[src/rtl/sdnl_pkg.sv]
`timescale 1ns / 1ps
// Shared constants and types for the sort-and-unique neighbour list block.
package sdnl_pkg;

  localparam int MAX_LIST = 32;
  localparam int ID_W     = 31;
  localparam int CNT_W    = 6;
  localparam int NUM_W    = $clog2(MAX_LIST + 1);
  localparam int COUNT_MAX = (1 << CNT_W) - 1;

  typedef logic [ID_W-1:0]  id_t;
  typedef logic [CNT_W-1:0] cnt_t;
  typedef logic [NUM_W-1:0] num_t;

  // Control broadcast to every cell of the chain.
  typedef struct packed {
    logic ins;
    logic pop;
  } cell_ctrl_t;

  // What one cell shows to its neighbours.
  typedef struct packed {
    id_t  value;
    logic valid;
    logic greater;
  } cell_link_t;

  typedef enum logic [1:0] {
    ST_IDLE = 2'b01,
    ST_EMIT = 2'b10
  } state_t;

endpackage

[src/rtl/sort_dedup_neighbor_list_top.sv]
`timescale 1ns / 1ps
// Top level: sorts and deduplicates one neighbour list through a chain of cells.
//
// Input channel (in_valid, in_stall, in_neighbor, in_last_in_list): one id per
// request, one request per cycle while the list is being collected. Each id is
// placed in order in a chain of MAX_LIST cells in the cycle it is accepted;
// repeats are ignored and, once the chain is full, the largest ids are dropped
// and the overflow flag is raised.
// When the id marked last is accepted the chain drains through cell 0, one
// sorted id per cycle while the receiver does not stall, into the output
// register. in_stall is high for the whole drain, which gives one result per
// distinct id (at most MAX_LIST). After the last id is accepted the state
// register enters the drain, and the first result is then loaded into the
// output register; the next list can start once the final result is loaded.
// Output channel (out_valid, out_stall, out_*): each request carries one id,
// the distinct count and the overflow flag; out_last_of_run marks the end.
// A stalled result holds, and the drain pauses until it is taken.
// Synchronous active-low reset empties the chain and the output register.
module sort_dedup_neighbor_list_top (
  input  logic                 clk,
  input  logic                 rst_n,
  input  logic                 in_valid,
  output logic                 in_stall,
  input  logic [30:0]          in_neighbor,
  input  logic                 in_last_in_list,
  output logic                 out_valid,
  input  logic                 out_stall,
  output logic [30:0]          out_sorted_id,
  output logic                 out_last_of_run,
  output logic [5:0]           out_unique_count,
  output logic                 out_overflowed
);
  import sdnl_pkg::*;

  state_t     state_r, state_nxt;
  num_t       count_r, count_nxt;
  logic       ovf_r, ovf_nxt;
  logic       out_valid_r, out_valid_nxt;
  id_t        out_id_r;
  logic       out_last_r;
  cnt_t       out_cnt_r;
  logic       out_ovf_r;

  cell_ctrl_t ctrl;
  cell_link_t links [MAX_LIST];
  logic [MAX_LIST-1:0] equal_vec;
  logic [MAX_LIST-1:0] valid_vec;
  logic       in_acc, dup, pop, pop_last;
  cnt_t       cnt_sat;

  localparam cell_link_t HEAD_LINK = '{value: '0, valid: 1'b1, greater: 1'b0};
  localparam cell_link_t TAIL_LINK = '{value: '0, valid: 1'b0, greater: 1'b1};

  for (genvar i = 0; i < MAX_LIST; i++) begin : g_cell
    cell_link_t prev_l, next_l;
    assign prev_l = (i == 0) ? HEAD_LINK : links[(i == 0) ? 0 : i-1];
    assign next_l = (i == MAX_LIST-1) ? TAIL_LINK : links[(i == MAX_LIST-1) ? i : i+1];
    sdnl_cell u_cell (
      .clk       (clk),
      .rst_n     (rst_n),
      .ctrl      (ctrl),
      .id        (in_neighbor),
      .prev_link (prev_l),
      .next_link (next_l),
      .link      (links[i]),
      .equal     (equal_vec[i])
    );
    assign valid_vec[i] = links[i].valid;
  end

  assign in_stall = (state_r != ST_IDLE);
  assign in_acc   = in_valid && !in_stall;
  assign dup      = |equal_vec;
  assign pop      = (state_r == ST_EMIT) && (!out_valid_r || !out_stall);
  assign pop_last = pop && !links[1].valid;
  assign ctrl.ins = in_acc && !dup;
  assign ctrl.pop = pop;

  assign cnt_sat = (count_r > num_t'(COUNT_MAX)) ? cnt_t'(COUNT_MAX) : cnt_t'(count_r);

  always_comb begin
    state_nxt     = state_r;
    count_nxt     = count_r;
    ovf_nxt       = ovf_r;
    out_valid_nxt = out_valid_r && out_stall;
    case (state_r)
      ST_IDLE: begin
        if (in_acc) begin
          if (!dup) begin
            if (links[MAX_LIST-1].valid) begin
              ovf_nxt = 1'b1;
            end else begin
              count_nxt = count_r + 1'b1;
            end
          end
          if (in_last_in_list) begin
            state_nxt = ST_EMIT;
          end
        end
      end
      ST_EMIT: begin
        if (pop) begin
          out_valid_nxt = 1'b1;
          if (pop_last) begin
            state_nxt = ST_IDLE;
            count_nxt = '0;
            ovf_nxt   = 1'b0;
          end
        end
      end
      default: begin
        state_nxt = ST_IDLE;
      end
    endcase
  end

  always_ff @(posedge clk) begin
    if (pop) begin
      out_id_r   <= links[0].value;
      out_last_r <= pop_last;
      out_cnt_r  <= cnt_sat;
      out_ovf_r  <= ovf_r;
    end
    if (!rst_n) begin
      state_r     <= ST_IDLE;
      count_r     <= '0;
      ovf_r       <= 1'b0;
      out_valid_r <= 1'b0;
    end else begin
      state_r     <= state_nxt;
      count_r     <= count_nxt;
      ovf_r       <= ovf_nxt;
      out_valid_r <= out_valid_nxt;
    end
  end

  assign out_valid        = out_valid_r;
  assign out_sorted_id    = out_id_r;
  assign out_last_of_run  = out_last_r;
  assign out_unique_count = out_cnt_r;
  assign out_overflowed   = out_ovf_r;

  // Valid cells always form a prefix of the chain.
  a_prefix: assert property (@(posedge clk) disable iff (!rst_n)
    ((valid_vec >> 1) & ~valid_vec) == '0)
    else $error("valid cells do not form a prefix");

  // While collecting, the count tracks the number of occupied cells.
  a_count: assert property (@(posedge clk) disable iff (!rst_n)
    state_r == ST_IDLE |-> count_r == num_t'($countones(valid_vec)))
    else $error("distinct count out of step with the chain");

  // A drain always has an id waiting in the head cell.
  a_head: assert property (@(posedge clk) disable iff (!rst_n)
    state_r == ST_EMIT |-> links[0].valid)
    else $error("drain with an empty head cell");

  // After the final id of a list leaves, the chain is empty.
  a_empty: assert property (@(posedge clk) disable iff (!rst_n)
    pop_last |=> valid_vec == '0 && !ovf_r)
    else $error("chain not empty after the final result");

endmodule

[src/rtl/sdnl_cell.sv]
`timescale 1ns / 1ps
// One cell of the sorted chain: holds one id and shifts it up or down.
module sdnl_cell (
  input  logic                clk,
  input  logic                rst_n,
  input  sdnl_pkg::cell_ctrl_t ctrl,
  input  sdnl_pkg::id_t       id,
  input  sdnl_pkg::cell_link_t prev_link,
  input  sdnl_pkg::cell_link_t next_link,
  output sdnl_pkg::cell_link_t link,
  output logic                equal
);
  import sdnl_pkg::*;

  id_t  value_r, value_nxt;
  logic valid_r, valid_nxt;

  always_comb begin
    link.value   = value_r;
    link.valid   = valid_r;
    link.greater = !valid_r || (value_r > id);
    equal        = valid_r && (value_r == id);
  end

  always_comb begin
    value_nxt = value_r;
    valid_nxt = valid_r;
    if (ctrl.pop) begin
      value_nxt = next_link.value;
      valid_nxt = next_link.valid;
    end else if (ctrl.ins && link.greater) begin
      // The new id lands in the first cell above it; cells beyond take their lower neighbour.
      value_nxt = prev_link.greater ? prev_link.value : id;
      valid_nxt = valid_r || prev_link.valid;
    end
  end

  always_ff @(posedge clk) begin
    value_r <= value_nxt;
    if (!rst_n) begin
      valid_r <= 1'b0;
    end else begin
      valid_r <= valid_nxt;
    end
  end

endmodule
[config.mk]
export PLATFORM = sky130hd
export DESIGN_NAME = sort_dedup_neighbor_list_top
export DESIGN_NICKNAME = d
export VERILOG_FILES = /design/src/rtl/sdnl_pkg.sv /design/src/rtl/sort_dedup_neighbor_list_top.sv /design/src/rtl/sdnl_cell.sv
export SDC_FILE = /design/constraint.sdc
export NUM_CORES = 2
export LEC_CHECK = 0
export BUFFER_PORTS_ARGS = -buffer_cell sky130_fd_sc_hd__buf_4
export CAP_MARGIN = 20
export CORE_ASPECT_RATIO = 1.1
export CORE_MARGIN = 4
export CORE_UTILIZATION = 50
export CTS_CLUSTER_SIZE = 28
export DETAILED_ROUTE_END_ITERATION = 8
export MAX_ROUTING_LAYER = met4
export PLACE_DENSITY = 0.69
export RECOVER_POWER = 25
export SLEW_MARGIN = 20
export SYNTH_ARGS = -nofsm -noshare
export SYNTH_HDL_FRONTEND = slang
export SYNTH_SLANG_ARGS = --single-unit
[constraint.sdc]
create_clock -name clk -period 11.8 [get_ports clk]
set_input_delay 2.36 -clock clk [delete_from_list [all_inputs] [get_ports clk]]
set_output_delay 2.36 -clock clk [all_outputs]
set_load 0.005 [all_outputs]
* Word level (Yosys, flattened, before mapping)
Index checks and enable logic that the tools add are counted.
** Word-level totals
- Word-level logic and storage cells :: 529
- Bits of input ports :: 36
- Output and inout bits :: 41
- Bits in registers :: 1073
** Operators by class
- Reductions and logical operators :: 206
- Eq/ne operators :: 42
- Order comparisons :: 33
- Add/subtract/negate cells :: 1
- Bitwise operators :: 1
- Multiplexer cells :: 174
** Operators with widths (number)
- $mux 31 :: 93
- $eq 31x31->1 :: 32
- $gt 31x31->1 :: 32
- $logic_and 1x1->1 :: 69
- $mux 1 :: 69
- $logic_or 1x1->1 :: 64
- $reduce_bool 2->1 :: 32
- $logic_not 1->1 :: 36
- $reduce_or 32->1 :: 1
- $mux 6 :: 5
- $ne 2x2->1 const B :: 6
- $pmux 6 s2 :: 1
- $reduce_and 6->1 :: 2
- $mux 2 :: 4
- $add 6x1->6 const B :: 1
- $gt 6x6->1 const B :: 1
- $ne 2x1->1 const B :: 2
- $pmux 2 s2 :: 1
- $reduce_and 4->1 :: 1
- $eq 2x1->1 const B :: 1
- $eq 2x2->1 const B :: 1
- $pmux 1 s2 :: 1
- $reduce_or 2->1 :: 1
- $not 1->1 :: 1

* Logic depth before layout (Yosys ltp)
- Word-level depth :: 8
- Mapped depth :: 13
- Depth with buffers taken out :: 10

* By module
From an unflattened synthesis, not the netlist that was laid out.
** Unflattened totals
- Cell total of the unflattened synthesis :: 8609
- Area total of the unflattened synthesis :: 82389.0 um^2
** By module, submodules not included
- sdnl_cell :: times used 32, cells an instance 265, area each 2517.4 um^2, sequential area each 950.9 um^2
- sort_dedup_neighbor_list_top :: times used 1, cells an instance 129, area each 1831.8 um^2, sequential area each 1371.3 um^2

* Worst setup path after synthesis
OpenSTA, ideal clock, no wires.
- Kind :: input -> register
- Start :: input in_neighbor[22]
- End :: register g_cell[6].u_cell.value_r[0], enable pin
- Data arrival time :: 7.167 ns
- Required time :: 11.338 ns
- Buffers on the path :: 2
- Stages on the path :: 10
- Path slack :: 4.171 ns
- Library setup time :: 0.462 ns
- Cell sequence :: clkbuf_1 inv_1 ha_1 nand4_1 nor4_1 o31ai_1 a311oi_1 o41ai_4 buf_2 o21ai_0
** On the way
- Cells in the longest elaborated chain, start to end :: 7
- Elaborated cells between the ends (all ways) :: 71
- Classes of those cells :: order compare: 1; eq/ne: 32; reduce/logical: 38
** RTL lines
- start: declaration :: RTL line sort_dedup_neighbor_list_top.sv:24 : input logic [30:0] in_neighbor,
- parallel branches: the longest is 5 deep, another holds $gt 31x31->1
- $logic_and 1x1->1 * :: RTL line sdnl_cell.sv:31 : end else if (ctrl.ins && link.greater) begin
- $reduce_bool 2->1 (no line) *
- end signal: assignment :: RTL line sdnl_cell.sv:39 : value_r <= value_nxt;
- end: declaration :: RTL line sdnl_cell.sv:15 : id_t value_r, value_nxt;
Every way passes the cells marked *.
A chain may end at the register's enable or synchronous reset.

* Worst setup path in the final report
- Start :: input out_stall
- End :: register g_cell[26].u_cell.value_r[10] (data pin)
** On the way
- Cells in the longest elaborated chain, start to end :: 4
** RTL lines
- start: declaration :: RTL line sort_dedup_neighbor_list_top.sv:27 : input logic out_stall,
- $logic_not 1->1 :: RTL line sort_dedup_neighbor_list_top.sv:74 : assign pop = (state_r == ST_EMIT) && (!out_valid_r || !out_stall);
- $logic_or 1x1->1 :: RTL line sort_dedup_neighbor_list_top.sv:74
- $logic_and 1x1->1 :: RTL line sort_dedup_neighbor_list_top.sv:74
- $mux 31 :: RTL line sdnl_cell.sv:28 : if (ctrl.pop) begin
- net g_cell[26].u_cell.value_nxt[10] :: RTL line sdnl_cell.sv:15
- end signal: assignment :: RTL line sdnl_cell.sv:39
- end: declaration :: RTL line sdnl_cell.sv:15
The timed path passes the listed nets, and every way through them passes these cells.

==> flow_metrics.env <==
export IMPL_fin_util_pct=54.9
export IMPL_synth_largest_area_cell="edfxtp_1"
export IMPL_dp_slack_ns=3.75
export IMPL_crit_chain="clkbuf_4, nand2_1, nand2_4, clkinvlp_2, buf_4, buf_12, nand2_1, o211ai_1"
export IMPL_clk_root_buffer_cell="clkbuf_16"
export IMPL_criticalPathCategory="input pin to flip-flop"
export IMPL_grt_overflow_total=0
export IMPL_vias=64400
export IMPL_crit_fanout=203
export IMPL_synth_area_per_cell_um2=10.1
export IMPL_netlist_top_cells_area="edfxtp_1 (40%), ha_1 (17%), mux2i_1 (8.3%)"
export IMPL_grt_pass1_wl_um=426000
export IMPL_async_reset_ff_share_pct=0
export IMPL_fin_nets=8265
export IMPL_layout_area_seq_um2=31500
export IMPL_detail_route_first_pass_iterations=6
export IMPL_place_congestion=1.04
export IMPL_status="finished, violations left"
export IMPL_ir_drop_mv=0.127
export IMPL_synth_fp_nets=8385
export IMPL_h_tree_depth=4
export IMPL_portBuffers=76
export IMPL_ctsHoldBuffers=0
export IMPL_drt_iter0_drc=9013
export IMPL_clock_fmax_ghz=0.109
export IMPL_die_w_um=375
export IMPL_finalCriticalPeriod_ns=9.21
export IMPL_slew_viol_final=723
export IMPL_rsz0062_at_grt="no"
export IMPL_clkSinkCount=1073
export IMPL_totalNegativeSetupSlack_ns=0
export IMPL_die_area_um2=155000
export IMPL_drive_gt1_share_pct=6.98
export IMPL_power_density_nw_per_um2=137
export IMPL_critical_path_arrival_ns=9.59
export IMPL_grt_pass1_vias=61600
export IMPL_viasPerCell=6.93
export IMPL_yosysTopAreaCellShare_pct=40.5
export IMPL_core_area_um2=148000
export IMPL_worstMarginPinSlew_ns=4.22
export IMPL_antenna_left=0
export IMPL_die_h_um=412
export IMPL_fillers=12900
export IMPL_slew_headroom_pct=-183
export IMPL_cts_setup_buffers=0
export IMPL_route_detailed_drc=0
export IMPL_drv_cap=13
export IMPL_setup_viol=0
export IMPL_crit_path_frequent_cell="nand2_1"
export IMPL_period_share_pct=78.0
export IMPL_worstSetupEndpointType="flip-flop"
export IMPL_dp_hpwl_um=213000
export IMPL_synth_seq_area_share_pct=42.4
export IMPL_multiInputGateArea_um2=40600
export IMPL_wl_um=298000
export IMPL_synth_ff_latch_count=1073
export IMPL_initial_core_util_pct=50.2
export IMPL_cts_buffers=130
export IMPL_boundaryPins=77
export IMPL_rows=148
export IMPL_synth_cell_types=67
export IMPL_cts_resized=0
export IMPL_yosys_cell_count_top_type="nand2_1"
export IMPL_hold_path_class="flip-flop to flip-flop"
export IMPL_synthTopCellsByCount="nand2_1 (1047), edfxtp_1 (1000), ha_1 (993), o21ai_0 (651), mux2i_1 (619)"
export IMPL_cpPeakStageDelay_ns=3.60
export IMPL_cts_tree="yes"
export IMPL_timing_final_ws_setup_ns=2.59
export IMPL_failed_checks="capacitance limit, slew limit"
export IMPL_wl_per_cell_um=32.0
export IMPL_start_kind="input pin"
export IMPL_finalHoldViolCount=0
export IMPL_leakage_uw=0.0306
export IMPL_clock_latency_ns=0.81
export IMPL_grt_use_total_pct=38.5
export IMPL_grt_max_degree=204
export IMPL_clock_path_buffers=3
export IMPL_crit_required_ns=12.18
export IMPL_syn_inst=7356
export IMPL_totalPowerFinal_uw=11200
export IMPL_synth_edf_count=1000
export IMPL_synthesis_area_um2=74200
export IMPL_synthToLayoutAreaGrowth_pct=9.33
export IMPL_antenna_found_initial=11
export IMPL_yosysWarnings=0
export IMPL_finClkSkew_ns=0.0368
export IMPL_clk_pin_slew_ns=0.06
export IMPL_slowest_stage="clkinvlp_2"
export IMPL_synthFlopType="edfxtp_1"
per-layer routing:
layer | global-route usage, % | up-vias | share of wire, %
li1 | - | 27900 | -
met1 | 45.9 | 31200 | 37
met2 | 57.9 | 4225 | 44
met3 | 8.70 | 1132 | 11
met4 | 26.8 | 0 | 8.5
met5 | - | - | 0
report_power, final:
| part | switching (uW) | internal [uW] |
|---|---|---|
| sequential | 413 | 4620 |
| combinational | 1230 | 689 |
| clock | 1730 | 2470 |
logic make-up after synthesis:
family	synth area share, %
compound gates	16.1
mux	8.35
buf+inv	3.35
simple gates	13.1
flops	42.4
fa+ha+maj	16.7
area by class of cell:
class	instances	area share, %
flip-flops and latches	1073	38.8
clock inverters	79	1.06
inverters	126	0.584
well taps	1950	3.01
repair buffers	228	2.12
multi-input cells	5677	50.1
diodes	15	0.0463
clock buffers	157	4.31
registers in the layout, summed over array words and instances, names as in the netlist:
| register | flops |
|---|---|
| count_r | 6 |
| ovf_r | 1 |
| g_cell.u_cell.value_r | 992 |
| out_last_of_run | 1 |
| out_sorted_id | 31 |
| out_overflowed | 1 |
| out_unique_count | 6 |
| g_cell.u_cell.valid_r | 32 |
| out_valid | 1 |
| state_r | 2 |
worst max-delay path: cells and delay by family:
kind | cells | cell delay [ns]
buf+inv | 4 | 5.59
simple gates | 3 | 1.11
compound gates | 1 | 0.12
per-stage QoR:
step	std cells	hold slack [ns]	area (um^2)
finish	9305	0.502	81200
global placement	9051	0.495	76700
global route	9299	0.530	81100
CTS	9289	0.506	81200
detailed placement	9053	0.480	76800
floorplan	7356	0.402	74200
worst paths after layout:
| check | from | endpoint | slack, ns | cells past startpoint |
|---|---|---|---|---|
| hold / removal | count_r[1] | out_unique_count[1] | 0.50 | 0 |
| setup / recovery | out_stall | g_cell[26].u_cell.value_r[10] | 2.59 | 8 |
| hold reg to reg | count_r[1] | out_unique_count[1] | 0.50 | 0 |
| setup reg to reg | state_r[1] | g_cell[26].u_cell.value_r[10] | 3.71 | 7 |
cells in the final DEF (no fill, tap or decap), drive strengths merged, types with 35 or more instances in the layout:
master  count
a211oi     35
a21o      210
a21oi     451
buf       177
clkbuf    208
clkinv     52
dfxtp      73
edfxtp   1000
ha        993
inv       131
mux2i     619
nand2    1047
nand3     380
nand4     263
nor2      236
nor2b      63
nor3       43
o211ai    355
o21ai     698
No activity file was read; power rests on OpenSTA's default activity.
